===== config.mk =====
export PLATFORM = sky130hd
export DESIGN_NAME = vnt_hash
export DESIGN_NICKNAME = d
export VERILOG_FILES = /design/src/rtl/vnt_pkg.sv /design/src/rtl/vnt_hash.sv
export SDC_FILE = /design/constraint.sdc
export NUM_CORES = 2
export LEC_CHECK = 0
export BUFFER_PORTS_ARGS = -buffer_cell sky130_fd_sc_hd__buf_2
export CAP_MARGIN = 20
export CORE_ASPECT_RATIO = 1.5
export CORE_UTILIZATION = 45
export DETAILED_ROUTE_END_ITERATION = 12
export HOLD_SLACK_MARGIN = 0.08
export PLACE_DENSITY = 0.7
export SETUP_SLACK_MARGIN = 0.3
export SYNTH_ARGS = -nofsm -noshare
export SYNTH_HDL_FRONTEND = slang
export SYNTH_SLANG_ARGS = --single-unit

===== constraint.sdc =====
create_clock -name i_clk -period 18.6 [get_ports i_clk]
set_input_delay 0.93 -clock i_clk [delete_from_list [all_inputs] [get_ports i_clk]]
set_output_delay 0.93 -clock i_clk [all_outputs]
set_load 0.01 [all_outputs]

===== src/rtl/vnt_pkg.sv =====
package vnt_pkg;

    localparam int DEF_COORD_BITS = 24;
    localparam int DEF_FRAC_BITS  = 16;

    localparam int CFG_IDX_BITS   = 3;
    localparam int CFG_DATA_BITS  = 32;
    localparam int HEIGHT_BITS    = 19;
    localparam int LIMIT_BITS     = 19;
    localparam int SCALE_BITS     = 24;
    localparam int WIDE_BITS      = 43;

    // lattice hash
    localparam logic [31:0] HASH_X   = 32'd1327;
    localparam logic [31:0] HASH_Y   = 32'd9743;
    localparam logic [31:0] HASH_MUL = 32'h045d9f3b;

    // floor(w / 125) = (w * DIV125_MUL) >> DIV125_SHIFT for w below 2^31
    localparam logic [31:0] DIV125_MUL   = 32'd2199023256;
    localparam int          DIV125_SHIFT = 38;

    // floor(s / 7) = (s * DIV7_MUL) >> DIV7_SHIFT for s below 2^27
    localparam logic [27:0] DIV7_MUL   = 28'd153391690;
    localparam int          DIV7_SHIFT = 30;

    localparam logic [31:0]           RST_SEED      = 32'd0;
    localparam logic [SCALE_BITS-1:0] RST_INV_SCALE = 24'd524288;
    localparam logic [31:0]           RST_INV_AREA  = 32'd429497;
    localparam logic [LIMIT_BITS-1:0] RST_WATER     = 19'd19661;
    localparam logic [LIMIT_BITS-1:0] RST_DIRT      = 19'd26214;
    localparam logic [LIMIT_BITS-1:0] RST_GRASS     = 19'd45875;

    typedef enum logic [1:0] {
        MODE_ISLAND,
        MODE_ARCHIPELAGO,
        MODE_CONTINENTS,
        MODE_PANGEA
    } t_map_mode;

    typedef enum logic [CFG_IDX_BITS-1:0] {
        CFG_SEED,
        CFG_MODE,
        CFG_INV_SCALE,
        CFG_INV_AREA,
        CFG_WATER,
        CFG_DIRT,
        CFG_GRASS
    } t_cfg_idx;

    typedef enum logic [1:0] {
        CLS_WATER,
        CLS_DIRT,
        CLS_GRASS,
        CLS_MOUNTAIN
    } t_class;

endpackage


===== src/rtl/vnt_hash.sv =====
module vnt_hash import vnt_pkg::*; #(
    parameter int FRAC_BITS = DEF_FRAC_BITS
) (
    input  logic                 i_clk,
    input  logic                 i_en,
    input  logic [31:0]          i_x,
    input  logic [31:0]          i_y,
    input  logic [31:0]          i_seed,
    output logic [FRAC_BITS-1:0] o_value
);

    logic [31:0]          r_h0;
    logic [31:0]          r_m1;
    logic [31:0]          r_m2;
    logic [FRAC_BITS-1:0] r_val;
    logic [31:0]          n_h0;
    logic [31:0]          n_m1;
    logic [31:0]          n_m2;
    logic [31:0]          n_fin;

    always_comb begin
        n_h0  = i_seed ^ (i_x * HASH_X) ^ (i_y * HASH_Y);
        n_m1  = (r_h0 ^ (r_h0 >> 16)) * HASH_MUL;
        n_m2  = (r_m1 ^ (r_m1 >> 16)) * HASH_MUL;
        n_fin = r_m2 ^ (r_m2 >> 16);
    end

    always_ff @(posedge i_clk) begin
        if (i_en) begin
            r_h0  <= n_h0;
            r_m1  <= n_m1;
            r_m2  <= n_m2;
            r_val <= FRAC_BITS'(n_fin >> (32 - FRAC_BITS));
        end
    end

    assign o_value = r_val;

endmodule


---- Yosys cells after proc, flatten, opt, wreduce, memory -nomap -nowiden ----
Index checks and enable logic that the tools add are counted.
word-level totals
  logic and storage cells ................. 13
  output and inout bits ................... 16
  bits in registers ....................... 112
  input bits .............................. 98
cells by class
  multiply operators ...................... 4
  bitwise operators ....................... 5
operators by type and width
  cell                                                 number
  XOR 32 x 16 -> 32 bit                                3
  multiplier 32 x 27 -> 32 bit, second input constant  2
  XOR 32 bit                                           2
  multiplier 32 x 11 -> 32 bit, second input constant  1
  multiplier 32 x 14 -> 32 bit, second input constant  1

---- Logic depth before layout (Yosys ltp) ----
  depth in word-level cells ............... 3
  depth in mapped cells ................... 27
  depth with buffers taken out ............ 27

---- Worst setup path before layout ----
OpenSTA, ideal clock, no wires.
  path type ............................... register to register
  from .................................... reg r_h0[20]
  to ...................................... reg r_m1[30], data pin
  data required time ...................... 18.342 ns
  path slack .............................. 11.816 ns
  cell stages (with the launch flop) ...... 25
  buffers on the path ..................... 0
  clock period less this slack ............ 6.784 ns
  arrival ................................. 6.526 ns
  setup time .............................. 0.258 ns
  path through ............................ edfxtp_1 -> xor2_1 -> inv_1 -> fa_1 -> inv_1 -> ha_1 -> fa_1 -> inv_1 -> fa_1 -> inv_1 -> fa_1 -> fa_1 -> inv_1 -> fa_1 -> inv_1 -> ha_1 -> a21o_1 -> a21o_1 -> a21o_1 -> a21o_1 -> a21o_1 -> a2111o_1 -> a31o_1 -> a21oi_2 -> xnor2_1
between the ends
  cells in the longest elaborated chain, start to end .. 2
RTL lines
  item                          line            source
  from (decl)                   vnt_hash.sv:12  logic [31:0] r_h0;
  from (signal assigned)        vnt_hash.sv:30  r_h0 <= n_h0;
  XOR 32 x 16 -> 32 bit         vnt_hash.sv:23  n_m1 = (r_h0 ^ (r_h0 >> 16)) * HASH_MUL;
  multiplier 32 x 27 -> 32 bit  vnt_hash.sv:23
  named net n_m1[30]            vnt_hash.sv:17  logic [31:0] n_m1;
  to (signal assigned)          vnt_hash.sv:31  r_m1 <= n_m1;
  to (decl)                     vnt_hash.sv:13  logic [31:0] r_m1;
The timed path passes the listed nets, and every way through them passes these cells.
A chain may end at the register's enable or synchronous reset.

---- Worst setup path after layout ----
  from .................................... reg r_m1[17]
  to ...................................... reg r_m2[30], data pin
between the ends
  cells in the longest elaborated chain, start to end .. 2
RTL lines
  item                          line            source
  XOR 32 x 16 -> 32 bit         vnt_hash.sv:24  n_m2 = (r_m1 ^ (r_m1 >> 16)) * HASH_MUL;
  multiplier 32 x 27 -> 32 bit  vnt_hash.sv:24
  named net n_m2[30]            vnt_hash.sv:18  logic [31:0] n_m2;
  to (signal assigned)          vnt_hash.sv:32  r_m2 <= n_m2;
  to (decl)                     vnt_hash.sv:14  logic [31:0] r_m2;
The timed path passes the listed nets, and every way through them passes these cells.

==> reports/metrics.csv <==
metric;value;unit
status;finished clean;
layout-drive-gt1-share;4.53;%
crit_type;flop to flop;
overflow;0;
antenna_found_initial;7;
crit_buf_inv;5;
cpLargestDelayFamily;adder cells;
finalNonFillerCells;4367;
crit_path_max_fanout;7;
hold_buffers;0;
finalWirelength;81.9;mm
crit_path_start;r_m1[17];
clock-sinks;96;
nNetsFinal;4742;
cts.clk_slew.worst_paths;0.08;ns
grt_max_degree;65;
slowest_delay;0.58;ns
yosysWarnings;0;
crit_arrival;7.79;ns
synth_fp_nets;4616;
finalSetupTns;0;ns
std_cell_rows;121;
cpMaxStageDelayCell;edfxtp_1;
rsz0062_at_grt;false;
cts_resized;0;
max_slew_margin;34.2;%
clock.fmax;131;MHz
cts_tree;built;
dr.first_iter.drc_count;700;
grt_pass1_vias;24972;
finClkSkew;0.0168;ns
post_cts_buffers;0;
place.gp.congestion;1.01;
drc;0;
cap_violations;0;
core;72500;um^2
cts_max_level;3;
first_pass_iters;5;
drtAntennaViolNets;0;
tightest_slew;0.983;ns
min-delay-start;r_m2[25];
track_usage;23.4;%
hp-class;flop to flop;
required;18.77;ns
synthArstFlopShare;0;%
initial_utilization;45.4;%
synth_ff_type;edfxtp_1;
num_io_pins;114;
vias_per_cell;4.91;
ys_seq_elements;96;
critPathLaunchType;flop;
reg2reg_from;r_m1[17];
dieArea;74200;um^2
dpl.hpwl;76.4;mm
fin_area;34900;um^2
io_buffers;113;
fin_crit_sh;41.0;%
routed-via-count;21449;
wl_per_cell;18.8;um
hold_viol;0;
area_growth;6.25;%
clockBufferDepth;2;
syn_inst;3312;
chipHeight;333;um
syn_avg_cell_area;9.93;um^2
fp.dieW;223;um
synth_edf_count;96;
synth-seq-area-share;8.77;%
period_minus_slack;7.62;ns
place_inst;4349;
cts_root_buf;clkbuf_16;
clkLatencyLatePin;0.41;ns
syn-cell-area;32900;um^2
cts_made_buffers;9;
final_max_slew_viol_count;0;
setup_viol;0;
grt_pass1_wl;129;mm
place_area;34600;um^2
ys_types;57;
end_kind;flop;
==> worst register-to-register path, cell delays in order (launching register included) <==
cell      delay [ns]
edfxtp_1        0.58
xnor2_1         0.58
inv_1           0.25
ha_1            0.44
ha_1            0.23
or2_2           0.30
ha_1            0.30
inv_1           0.06
fa_1            0.49
inv_1           0.04
ha_1            0.18
fa_1            0.49
inv_1           0.07
fa_1            0.45
fa_1            0.52
inv_1           0.04
ha_1            0.29
a21oi_1         0.27
o221ai_1        0.15
a21o_1          0.19
a31oi_1         0.37
a21bo_2         0.25
o21ai_2         0.07
a41o_1          0.28
or2_1           0.25
a21oi_2         0.16
xnor2_1         0.07
==> layout by cell type (no fill, tap or decap), drive strengths merged, types with 50 or more instances in the layout <==
cell    Yosys  final
inv      1266   1270
xor2       74     74
a21o       56     56
nor2       50     50
ha        553    553
fa        653    653
buf         0    120
xnor2     244    244
edfxtp     96     96
a21oi      85     85
==> final cells by class <==
class,count,area [um^2]
tap,922,1150
timing repair buffer,120,621
inverter,1267,4760
clock inverter,7,71.3
clock buffer,9,225
multi-input combinational,1944,25200
sequential,96,2880
fill,6771,37600
antenna,2,5.00
==> stage by stage <==
stage	hold slack [ns]	util (%)	worst slack (ns)
6_report	0.422	48.2	10.98
5_1_grt	0.429	48.2	10.57
4_1_cts	0.424	48.2	10.98
3_5_place_dp	0.405	47.8	11.00
3_3_place_gp	0.400	47.8	11.14
2_1_floorplan	0.400	-	11.82
==> cell usage after synthesis (9+ instances only) <==
master	n	area, um^2
a21o_1	56	420
a21oi_1	82	410
edfxtp_1	96	2880
fa_1	653	13100
ha_1	553	6920
inv_1	1265	4750
nand2_1	47	176
nand3_1	13	65.1
nor2_1	50	188
nor2b_1	9	56.3
nor3_1	17	85.1
o21a_1	14	105
o21ai_0	29	145
xnor2_1	243	2130
xor2_1	74	648
==> kinds of logic (layout without fill, tap and decap cells) <==
logic type | Yosys count | count (layout) | synth area share (%)
fa+ha+maj | 1206 | 1206 | 60.8
simple gates | 177 | 177 | 2.55
flops | 96 | 96 | 8.77
other cells | 0 | 2 | 0
buf+inv | 1272 | 1403 | 14.5
compound gates | 243 | 243 | 4.88
xor+xnor | 318 | 318 | 8.49
==> final timing paths <==
kind / to / slack (ns) / cells past startpoint
worst max-delay path: r_m2[30] / 10.98 / 26
worst min-delay path: o_value[9] / 0.42 / 0
worst max register to register: r_m2[30] / 10.98 / 26
worst min register to register: o_value[9] / 0.42 / 0
==> sequential cells by signal, indices dropped and copies added (netlist names) <==
register,flops
r_m1,32
r_h0,32
o_value,16
r_m2,16
==> per-layer routing <==
layer  up-vias  share of wire [%]  GRT usage (%)  routed length [um]
li1       9999                  -              -                   -
met1     10687                 30           19.4               24900
met2       461                 58           48.0               47400
met3       292                2.5           2.77                2070
met4        10                9.2           18.4                7570
met5         -              0.068              0                  56
Power is not shown: default switching activity piles up to over one toggle a cycle in this logic, so the estimate is an artifact.
